$ cat src/design/pbts_pkg.sv
package pbts_pkg;

   localparam int NUM_PRIORITIES = 32;
   localparam int COUNT_WIDTH    = 32;
   localparam int PRIO_W         = $clog2(NUM_PRIORITIES);
   localparam int IDX_W          = $clog2(NUM_PRIORITIES + 1);

   localparam int REQ_TDATA_W    = 40;
   localparam int REQ_TUSER_W    = 3;
   localparam int RSP_TDATA_W    = 16;

   typedef enum logic [2:0] {
      CMD_TICK    = 3'd0,
      CMD_SLEEP   = 3'd1,
      CMD_READY   = 3'd2,
      CMD_UNREADY = 3'd3,
      CMD_RESCHED = 3'd4
   } cmd_type;

   typedef enum logic [2:0] {
      ST_IDLE,
      ST_WALK,
      ST_RESCHED,
      ST_DONE,
      ST_RESP
   } state_type;

   typedef struct packed {
      logic              found;
      logic [PRIO_W-1:0] idx;
   } enc_type;

   // lowest set bit of the ready bitmap
   function automatic enc_type lowest_ready(input logic [NUM_PRIORITIES-1:0] bits);
      enc_type r;
      r.found = 1'b0;
      r.idx   = '0;
      for (int i = NUM_PRIORITIES - 1; i >= 0; i--) begin
         if (bits[i]) begin
            r.found = 1'b1;
            r.idx   = PRIO_W'(i);
         end
      end
      return r;
   endfunction

endpackage

$ cat src/design/priority_bitmap_task_scheduler.sv
// Priority bitmap task scheduler: one ready bit and one sleep countdown per priority,
// lower priority number wins.
// Request channel (req_*): command in req_tuser, priority_req and sleep length in req_tdata.
// A request is taken when req_tvalid and req_tready are both high; req_tready is high
// only while the block is idle, so one request is worked on at a time.
// Response channel (rsp_*): one response per request with best_ready, none_ready,
// switch_needed and running in rsp_tdata; it is held stable until rsp_tready.
// Work per request: a tick walks every countdown, reading, decrementing and writing
// back one entry per cycle through one shared decrementer, then reschedules; entries
// already at zero are not written back. Sleep and reschedule go through the
// reschedule step; make ready and make unready go straight to building the response.
// After the response is taken the block returns to idle before taking a new request.
// If the receiver stalls, the response waits in its output register and no new request
// is taken until it is accepted.
// Synchronous reset clears all ready bits, all countdowns and the running task; the
// countdown store is cleared at once through per-entry valid bits, so no clearing pass.
module priority_bitmap_task_scheduler (
   input  logic                                 clock,
   input  logic                                 reset,
   input  logic                                 req_tvalid,
   output logic                                 req_tready,
   // [4:0] priority_req, [36:5] sleep length, [39:37] zero
   input  logic [pbts_pkg::REQ_TDATA_W-1:0]     req_tdata,
   // [2:0] command
   input  logic [pbts_pkg::REQ_TUSER_W-1:0]     req_tuser,
   output logic                                 rsp_tvalid,
   input  logic                                 rsp_tready,
   // [4:0] best_ready, [5] none_ready, [6] switch_needed, [11:7] running, [15:12] zero
   output logic [pbts_pkg::RSP_TDATA_W-1:0]     rsp_tdata
);

   localparam int N  = pbts_pkg::NUM_PRIORITIES;
   localparam int CW = pbts_pkg::COUNT_WIDTH;
   localparam int PW = pbts_pkg::PRIO_W;
   localparam int IW = pbts_pkg::IDX_W;

   pbts_pkg::state_type state_ff, state_in;

   logic [N-1:0]    ready_ff, ready_in;
   logic [PW-1:0]   running_ff, running_in;
   logic            sw_ff, sw_in;
   logic [IW-1:0]   idx_ff, idx_in;
   logic            wb_en_ff, wb_en_in;
   logic [PW-1:0]   wb_idx_ff;
   logic [CW-1:0]   rd_data_ff;
   logic            rd_valid_ff;
   logic [N-1:0]    cnt_valid_ff;
   logic [pbts_pkg::RSP_TDATA_W-1:0] rsp_data_ff, rsp_data_in;

   logic [CW-1:0]   countdown_mem [N];

   logic            wr_en;
   logic [PW-1:0]   wr_addr;
   logic [CW-1:0]   wr_data;
   logic            rd_en;
   logic            req_fire;
   logic            walk_last;
   logic [CW-1:0]   cnt_cur;
   logic [4:0]      req_prio;
   logic [CW-1:0]   req_ticks;
   pbts_pkg::cmd_type cmd;
   pbts_pkg::enc_type enc;

   assign cmd       = pbts_pkg::cmd_type'(req_tuser[2:0]);
   assign req_prio  = req_tdata[4:0];
   assign req_ticks = req_tdata[5 +: CW];
   assign req_fire  = req_tvalid && req_tready;
   assign walk_last = (idx_ff == IW'(N));
   assign enc       = pbts_pkg::lowest_ready(ready_ff);
   assign cnt_cur   = rd_valid_ff ? rd_data_ff : '0;

   // next state
   always_comb begin
      state_in = state_ff;
      case (state_ff)
         pbts_pkg::ST_IDLE: begin
            if (req_fire) begin
               case (cmd)
                  pbts_pkg::CMD_TICK:    state_in = pbts_pkg::ST_WALK;
                  pbts_pkg::CMD_SLEEP:   state_in = pbts_pkg::ST_RESCHED;
                  pbts_pkg::CMD_RESCHED: state_in = pbts_pkg::ST_RESCHED;
                  default:               state_in = pbts_pkg::ST_DONE;
               endcase
            end
         end
         pbts_pkg::ST_WALK: begin
            if (walk_last && !wb_en_ff) begin
               state_in = pbts_pkg::ST_RESCHED;
            end
         end
         pbts_pkg::ST_RESCHED: state_in = pbts_pkg::ST_DONE;
         pbts_pkg::ST_DONE:    state_in = pbts_pkg::ST_RESP;
         pbts_pkg::ST_RESP: begin
            if (rsp_tready) begin
               state_in = pbts_pkg::ST_IDLE;
            end
         end
         default: state_in = pbts_pkg::ST_IDLE;
      endcase
   end

   // handshake outputs
   always_comb begin
      req_tready = (state_ff == pbts_pkg::ST_IDLE);
      rsp_tvalid = (state_ff == pbts_pkg::ST_RESP);
      rsp_tdata  = rsp_data_ff;
   end

   // datapath
   always_comb begin
      ready_in    = ready_ff;
      running_in  = running_ff;
      sw_in       = sw_ff;
      idx_in      = idx_ff;
      wb_en_in    = 1'b0;
      rsp_data_in = rsp_data_ff;
      wr_en       = 1'b0;
      wr_addr     = wb_idx_ff;
      wr_data     = cnt_cur - CW'(1);
      rd_en       = 1'b0;
      case (state_ff)
         pbts_pkg::ST_IDLE: begin
            if (req_fire) begin
               sw_in  = 1'b0;
               idx_in = '0;
               case (cmd)
                  pbts_pkg::CMD_SLEEP: begin
                     wr_en                = 1'b1;
                     wr_addr              = running_ff;
                     wr_data              = req_ticks;
                     ready_in[running_ff] = 1'b0;
                  end
                  pbts_pkg::CMD_READY: begin
                     if (int'(req_prio) < N) begin
                        ready_in[PW'(req_prio)] = 1'b1;
                     end
                  end
                  pbts_pkg::CMD_UNREADY: begin
                     if (int'(req_prio) < N) begin
                        ready_in[PW'(req_prio)] = 1'b0;
                     end
                  end
                  default: begin
                  end
               endcase
            end
         end
         pbts_pkg::ST_WALK: begin
            // write back the entry read last cycle
            if (wb_en_ff && (cnt_cur != '0)) begin
               wr_en = 1'b1;
               if (cnt_cur == CW'(1)) begin
                  ready_in[wb_idx_ff] = 1'b1;
               end
            end
            // read the next entry
            if (!walk_last) begin
               rd_en    = 1'b1;
               wb_en_in = 1'b1;
               idx_in   = idx_ff + IW'(1);
            end
         end
         pbts_pkg::ST_RESCHED: begin
            if (enc.found && (enc.idx != running_ff)) begin
               running_in = enc.idx;
               sw_in      = 1'b1;
            end
         end
         pbts_pkg::ST_DONE: begin
            rsp_data_in = {4'b0, 5'(running_ff), sw_ff, !enc.found, 5'(enc.idx)};
         end
         default: begin
         end
      endcase
   end

   always_ff @(posedge clock) begin
      if (reset) begin
         state_ff     <= pbts_pkg::ST_IDLE;
         ready_ff     <= '0;
         running_ff   <= '0;
         sw_ff        <= 1'b0;
         idx_ff       <= '0;
         wb_en_ff     <= 1'b0;
         cnt_valid_ff <= '0;
      end else begin
         state_ff   <= state_in;
         ready_ff   <= ready_in;
         running_ff <= running_in;
         sw_ff      <= sw_in;
         idx_ff     <= idx_in;
         wb_en_ff   <= wb_en_in;
         if (wr_en) begin
            cnt_valid_ff[wr_addr] <= 1'b1;
         end
      end
   end

   // countdown store, one write and one registered read per cycle
   always_ff @(posedge clock) begin
      if (wr_en) begin
         countdown_mem[wr_addr] <= wr_data;
      end
      if (rd_en) begin
         rd_data_ff  <= countdown_mem[idx_ff[PW-1:0]];
         rd_valid_ff <= cnt_valid_ff[idx_ff[PW-1:0]];
         wb_idx_ff   <= idx_ff[PW-1:0];
      end
      rsp_data_ff <= rsp_data_in;
   end

endmodule
$ cat config.mk
export PLATFORM = sky130hd
export DESIGN_NAME = priority_bitmap_task_scheduler
export DESIGN_NICKNAME = d
export VERILOG_FILES = /design/src/design/pbts_pkg.sv /design/src/design/priority_bitmap_task_scheduler.sv
export SDC_FILE = /design/constraint.sdc
export NUM_CORES = 1
export LEC_CHECK = 0
export BUFFER_PORTS_ARGS = -buffer_cell sky130_fd_sc_hd__buf_2
export CAP_MARGIN = 10
export CELL_PAD_IN_SITES_DETAIL_PLACEMENT = 0
export CELL_PAD_IN_SITES_GLOBAL_PLACEMENT = 1
export CORE_MARGIN = 3
export CORE_UTILIZATION = 50
export DETAILED_ROUTE_END_ITERATION = 8
export GPL_TIMING_DRIVEN = 0
export PLACE_DENSITY = 0.85
export SKIP_LAST_GASP = 1
export SYNTH_ARGS = -nofsm -noshare
export SYNTH_HDL_FRONTEND = slang
export SYNTH_SLANG_ARGS = --single-unit
$ cat constraint.sdc
create_clock -name clock -period 4.82 [get_ports clock]
set_input_delay 0.241 -clock clock [delete_from_list [all_inputs] [get_ports clock]]
set_output_delay 0.241 -clock clock [all_outputs]
set_load 0.01 [all_outputs]
==> results.ini, run 1 <==
[run_status]
status = completed

[timing]
rsz0062_at_grt = no
final_hold_viol_count = 0
timing.fmax_ghz = 0.2138
finalCritPeriodShare_pct = 97.04
min_period_ps = 4677
finalClockSkew_ps = 68.07
fin_ws_ps = 142.9
holdWs_ps = 23.15
slew_headroom_pct = 11.27
finalMaxSlewViolations = 0
tightestPinTransition_ps = 1331
final-setup-viol-count = 0

[drt]
drt_iter0_markers = 3698
wire_per_inst_um = 33.20
avgViaCountPerCell = 6.688
drtAntennaViolNets = 0
drtPass1Iterations = 6
vias = 25607
wl_mm = 127.1
drcViolationCount = 0

[pwr]
p_leak_nw = 16.22
switching_share_pct = 24.26
power.density_mw_per_mm2 = 440.6
p_sw_mw = 5.721
pwr-share-seq_pct = 49.7
peakVddDrop_v = 0.0004340
p_comb_share_pct = 12.3
clkPwrFrac_pct = 38.1
power.total_mw = 23.59
internal_power_mw = 17.86

[die]
start_util_pct = 50.76
rows = 110
die_h_um = 309.5
boundaryPins = 65
chipWidth_um = 309.5
die-area_sq_mm = 0.09576
core_area_sq_mm = 0.09070

[synth]
netlist_area_sq_mm = 0.04604
ys_ff_latch = 1154
ys_warn_count = 0
ys_async_sr_fraction_pct = 0
ys.flop_type = edfxtp_1
avgSynthCellArea_sq_um = 20.04
synth_edf_count = 1074
yosys.area.top_type = edfxtp_1
syn_inst = 2298
yosys-top-cells-area = edfxtp_1, mux4_2, dfxtp_1
synth_cell_types = 69
yosysSeqAreaShare_pct = 73.53
yosys.area.top_type_share_pct = 70.05

[min_path]
min_path_cells = 3
hold_class = input pin to flop

[clock_tree]
cts-resized-gates = 0
cts-root-buf = clkbuf_16
cts_tree = built
cts-buffers-inserted = 111
clock-sinks = 1154
clkTransAtPathRegs_ps = 70
cts-htree-levels = 3
clock_latency_ps = 720
clk_path_buf_depth = 3

[global_route]
antenna_found_initial = 4
grt_pass1_wl_mm = 180.0
grt_pass1_vias = 25818
grt_max_degree = 33
overflow = 0
grtUsageTotal_pct = 26.40

[cells_and_area]
final_cell_mix = edfxtp_1, mux4_2, clkbuf_16
nFillCells = 6145
final_nets = 2607
drive_gt1_share_pct = 29.48
synthToLayoutAreaGrowth_pct = 16.26
final_common_cell = edfxtp_1

[setup_path]
worstSetupPathType = flop to flop
start_kind = flop
r2r_cells = 10
end_kind = flop
arrival_ps = 5070
path_max_fanout = 17
required_ps = 5210

[job]
drv_cap = 0

[placed_design]
pre_cts_ws_ps = 207.1
numPortBuffers = 56
gp_congestion = 0.8953
dp_hpwl_mm = 78.52

-- power groups by stage --
stage / sequential (mW) / clock, mW / combinational (mW)
3_5_place_dp: 11.9 / 0 / 2.80
6_report: 11.7 / 8.98 / 2.89
5_1_grt: 11.7 / 9.41 / 3.05
2_1_floorplan: 11.9 / 0 / 1.72
3_3_place_gp: 12.0 / 0 / 2.45
4_1_cts: 11.7 / 9.06 / 2.83
-- per-layer routing --
metal	vias to the layer above	part of all wire [%]	global-route usage [%]
li1	10107	-	-
met1	13181	36	35.78
met2	1950	47	40.85
met3	369	12	6.553
met4	0	4.8	12.32
met5	-	0	0
-- path summary, 6_finish.rpt --
check,start,end,slack [ps]
max,rd_valid_ff$_DFFE_PP_,countdown_mem[29][11]$_DFFE_PP_,140
min,req_tuser[1],state_ff[0]$_SDFFE_PP0P_,20
max reg2reg,rd_valid_ff$_DFFE_PP_,countdown_mem[29][11]$_DFFE_PP_,140
min reg2reg,idx_ff[4]$_SDFFE_PP0P_,wb_idx_ff[4]$_DFFE_PP_,430
-- timing repair --
item / in CTS / in global routing
setup endpoints to repair: 0 / 272
hold buffers: 3 / 0
endpoints found under the hold margin: 4 / 0
setup buffers: 0 / 16
-- logic make-up after synthesis --
group           Yosys count  share of synthesized area, %
flops                  1154                         73.53
xor+xnor                 25                        0.4756
mux                     370                         17.10
fa+ha+maj                 4                        0.1087
compound gates          280                         4.153
simple gates            307                         3.256
other cells               1                      0.008145
buf+inv                 157                         1.372
-- registers in the layout, summed over array words and instances (netlist names) --
signal and cells:
sw_ff 1, idx_ff 6, rsp_tdata 12, rd_data_ff 32, countdown_mem 1024, cnt_valid_ff 32
rd_valid_ff 1, running_ff 5, state_ff 3, wb_en_ff 1, wb_idx_ff 5, ready_ff 32
-- cell type report --
type | count | area, sq um | share of cell area (%)
multi-input cells | 990 | 11950 | 22.32
flip-flops and latches | 1154 | 33850 | 63.24
inverters | 28 | 105.1 | 0.1963
clock buffers | 133 | 2950 | 5.512
repair buffers | 142 | 1836 | 3.429
clock inverters | 73 | 829.5 | 1.550
well taps | 1176 | 1471 | 2.749
diodes | 4 | 10.01 | 0.01870
plain buffers | 129 | 526.8 | 0.9841
-- worst max-delay path: stages, from the launching register on --
cell and delay (ps):
edfxtp_1 580, clkbuf_1 430, clkbuf_1 540, nand2_1 190
ha_1 340, o21ai_0 360, a21oi_4 190, a211oi_4 380
a32oi_4 250, nor2_4 770, buf_12 280
-- synth_stat cells (7+ instances only) --
cell and instances:
edfxtp_1 1074, mux4_2 330, nor2_1 114, clkbuf_1 90, dfxtp_1 80, o22ai_1 80, nand2_1 62, a21oi_1 59
a211oi_1 37, mux2_2 33, inv_1 28, buf_1 26, o21ai_0 22, nand3_1 20, xnor2_1 19, nand2b_1 18
a31oi_1 15, or2_2 13, or3_1 12, nor3_1 11, nor4_1 10, o21ba_2 10, nand3b_1 9, nor2b_1 8
o21ba_1 8, buf_2 7, mux2i_1 7
-- metrics by stage --
step                      area [sq um]  cells  setup TNS, ps  utilization [%]
after global routing             53520   3825              0            59.01
after CTS                        53080   3801              0            58.52
after floorplan                  46050   2301              0                -
after detailed placement         49270   3592              0            54.32
final                            53530   3829              0            59.02
after global placement           47800   3533       -2222720            52.71
Power figures use the tool's default switching activity.
==> run 2, diff against run 1 <==
--- a/config.mk
+++ b/config.mk
@@ -16,3 +16,2 @@
 export PLACE_DENSITY = 0.85
-export SKIP_LAST_GASP = 1
 export SYNTH_ARGS = -nofsm -noshare
==> constraint.sdc (replaced) <==
create_clock -name clock -period 4.82 [get_ports clock]
set_input_delay 0.482 -clock clock [delete_from_list [all_inputs] [get_ports clock]]
set_output_delay 0.482 -clock clock [all_outputs]
set_load 0.01 [all_outputs]
==> run 2 against run 1 <==
First-iteration DRC count shrank 1.2%. Non-clock buffer count shrank 3. Sequential share of layout area is essentially flat. Clock skew shrank 3.8 ps. Fmax grew 0.23%. Largest power group unchanged.
==> results.ini, run 2 (same netlist as run 1, synthesis figures left out) <==
[timing]
finalMaxSlewViolations = 0  ; unchanged
final_hold_viol_count = 0  ; unchanged
slew_headroom_pct = 11.80  ; +0.54 points
tightestPinTransition_ps = 1323  ; -8.042 ps
final-setup-viol-count = 0  ; unchanged
finalCritPeriodShare_pct = 96.81  ; -0.23 points
finalClockSkew_ps = 64.31  ; -3.757 ps
rsz0062_at_grt = no
min_period_ps = 4666  ; -10.95 ps
setup_tns_ps = 0  ; unchanged
timing.fmax_ghz = 0.2143  ; +0.23%

[global_route]
grtUsageTotal_pct = 26.39  ; about the same
antenna_found_initial = 4  ; unchanged
overflow = 0  ; unchanged
grt_max_degree = 33  ; unchanged
grt_pass1_wl_mm = 179.9  ; about the same
grt_pass1_vias = 25793  ; -0.097%

[cells_and_area]
multi_input_area_sq_mm = 0.01195  ; unchanged
final_util_pct = 58.98  ; about the same
final_cell_mix = edfxtp_1, mux4_2, clkbuf_16
largest-register = countdown_mem
final_nets = 2604  ; -0.12%
final_common_cell = edfxtp_1
seqCellArea_sq_mm = 0.03385  ; unchanged
drive_gt1_share_pct = 29.52  ; +0.033 points
nFillCells = 6150  ; +0.081%
largest_reg_flops = 1024  ; unchanged
synthToLayoutAreaGrowth_pct = 16.19  ; about the same

[pwr]
power.total_mw = 23.59  ; unchanged
power.density_mw_per_mm2 = 440.9  ; about the same
peakVddDrop_v = 0.0004342  ; about the same
p_leak_nw = 16.21  ; about the same

[drt]
wire_per_inst_um = 33.20  ; about the same
drtPass1Iterations = 6  ; unchanged
wl_mm = 127.0  ; -0.12%
drt_iter0_markers = 3654  ; -1.2%
drcViolationCount = 0  ; unchanged
avgViaCountPerCell = 6.692  ; about the same
vias = 25592  ; -0.059%
drtAntennaViolNets = 0  ; unchanged

[die]
rows = 110  ; unchanged
chipWidth_um = 309.5  ; unchanged
die-area_sq_mm = 0.09576  ; unchanged
core_area_sq_mm = 0.09070  ; unchanged
die_h_um = 309.5  ; unchanged
boundaryPins = 65  ; unchanged
start_util_pct = 50.76  ; unchanged

[clock_tree]
cts-root-buf = clkbuf_16
cts-htree-levels = 3  ; unchanged
clkTransAtPathRegs_ps = 60  ; about the same
cts-resized-gates = 0  ; unchanged
clock-sinks = 1154  ; unchanged
cts_tree = built
clk_path_buf_depth = 3  ; unchanged
cts-buffers-inserted = 111  ; unchanged
clock_latency_ps = 720  ; about the same

[setup_path]
worstSetupPathType = flop to flop
end_kind = flop
start_kind = flop
path_max_fanout = 19  ; +2
arrival_ps = 5050  ; -20 ps
required_ps = 5210  ; about the same

[job]
drv_cap = 0  ; unchanged

[min_path]
hold_class = input pin to flop

[placed_design]
dp_hpwl_mm = 78.52  ; unchanged
gp_congestion = 0.8953  ; unchanged
numPortBuffers = 56  ; unchanged

[run_status]
status = completed

## run 2: changes by cell type in the layout (fill, tap and decap cells not counted), sizes merged
cell	delta
dlygate4sd3	-3
diode	-2
## run 2: per-stage QoR
| stage | worst slack (ps) | cell area [sq um] | hold WS (ps) | cells |
|---|---|---|---|---|
| after floorplan | 203.0 | 46050 | 400.0 | 2301 |
| after global placement | -2511 | 47800 | 413.3 | 3533 |
| after detailed placement | 207.1 | 49270 | 419.3 | 3592 |
| after CTS | 97.67 | 53050 | 167.7 | 3798 |
| after global routing | 4.824 | 53490 | 180.3 | 3822 |
| final | 153.8 | 53490 | 192.4 | 3824 |
## run 2: timing repair
| item | 4_1_cts | 5_1_grt |
|---|---|---|
| setup endpoints to repair | 0 | 272 |
| hold buffers | 0 | 0 |
| hold endpoints to repair | 0 | 0 |
| setup buffers | 0 | 16 |
## run 2: layout make-up
cell class	instances	share of cell area, %
Sequential cell	1154	63.28
Timing Repair Buffer	139	3.375
Inverter	28	0.1965
Tap cell	1176	2.751
Multi-Input combinational cell	990	22.33
Clock inverter	73	1.551
Antenna cell	2	0.009356
Clock buffer	133	5.515
Buffer	129	0.9847
## run 2: worst max-delay path, cell delays in order (launching register included)
cell	delay (ps)
edfxtp_1	580
clkbuf_1	430
clkbuf_1	520
nand2_1	190
ha_1	340
o21ai_0	350
a21oi_4	190
a211oi_4	380
a32oi_4	250
nor2_4	770
buf_12	280
## run 2: path summary, 6_finish.rpt
path	start	end	slack, ps	cells past startpoint
min reg2reg	idx_ff[4]$_SDFFE_PP0P_	wb_idx_ff[4]$_DFFE_PP_	420	0
min	rsp_tready	state_ff[2]$_SDFFE_PP0P_	190	3
max reg2reg	rd_valid_ff$_DFFE_PP_	countdown_mem[25][10]$_DFFE_PP_	150	10
max	rd_valid_ff$_DFFE_PP_	countdown_mem[25][10]$_DFFE_PP_	150	10
## run 2: routing by layer
layer  share of wire, %  GRT usage [%]  vias to the layer above
li1                   -              -                    10100
met1                 36          35.77                    13212
met2                 47          40.83                     1888
met3                 11          6.560                      390
met4                5.0          12.32                        2
met5             0.0087              0                        -
## run 2: power breakdown
part / total [mW] / internal (mW) / switching, mW
Sequential: 11.7 / 11.6 / 0.0836
Combinational: 2.88 / 1.09 / 1.79
Clock: 8.99 / 5.14 / 3.84
Total: 23.6 / 17.9 / 5.72
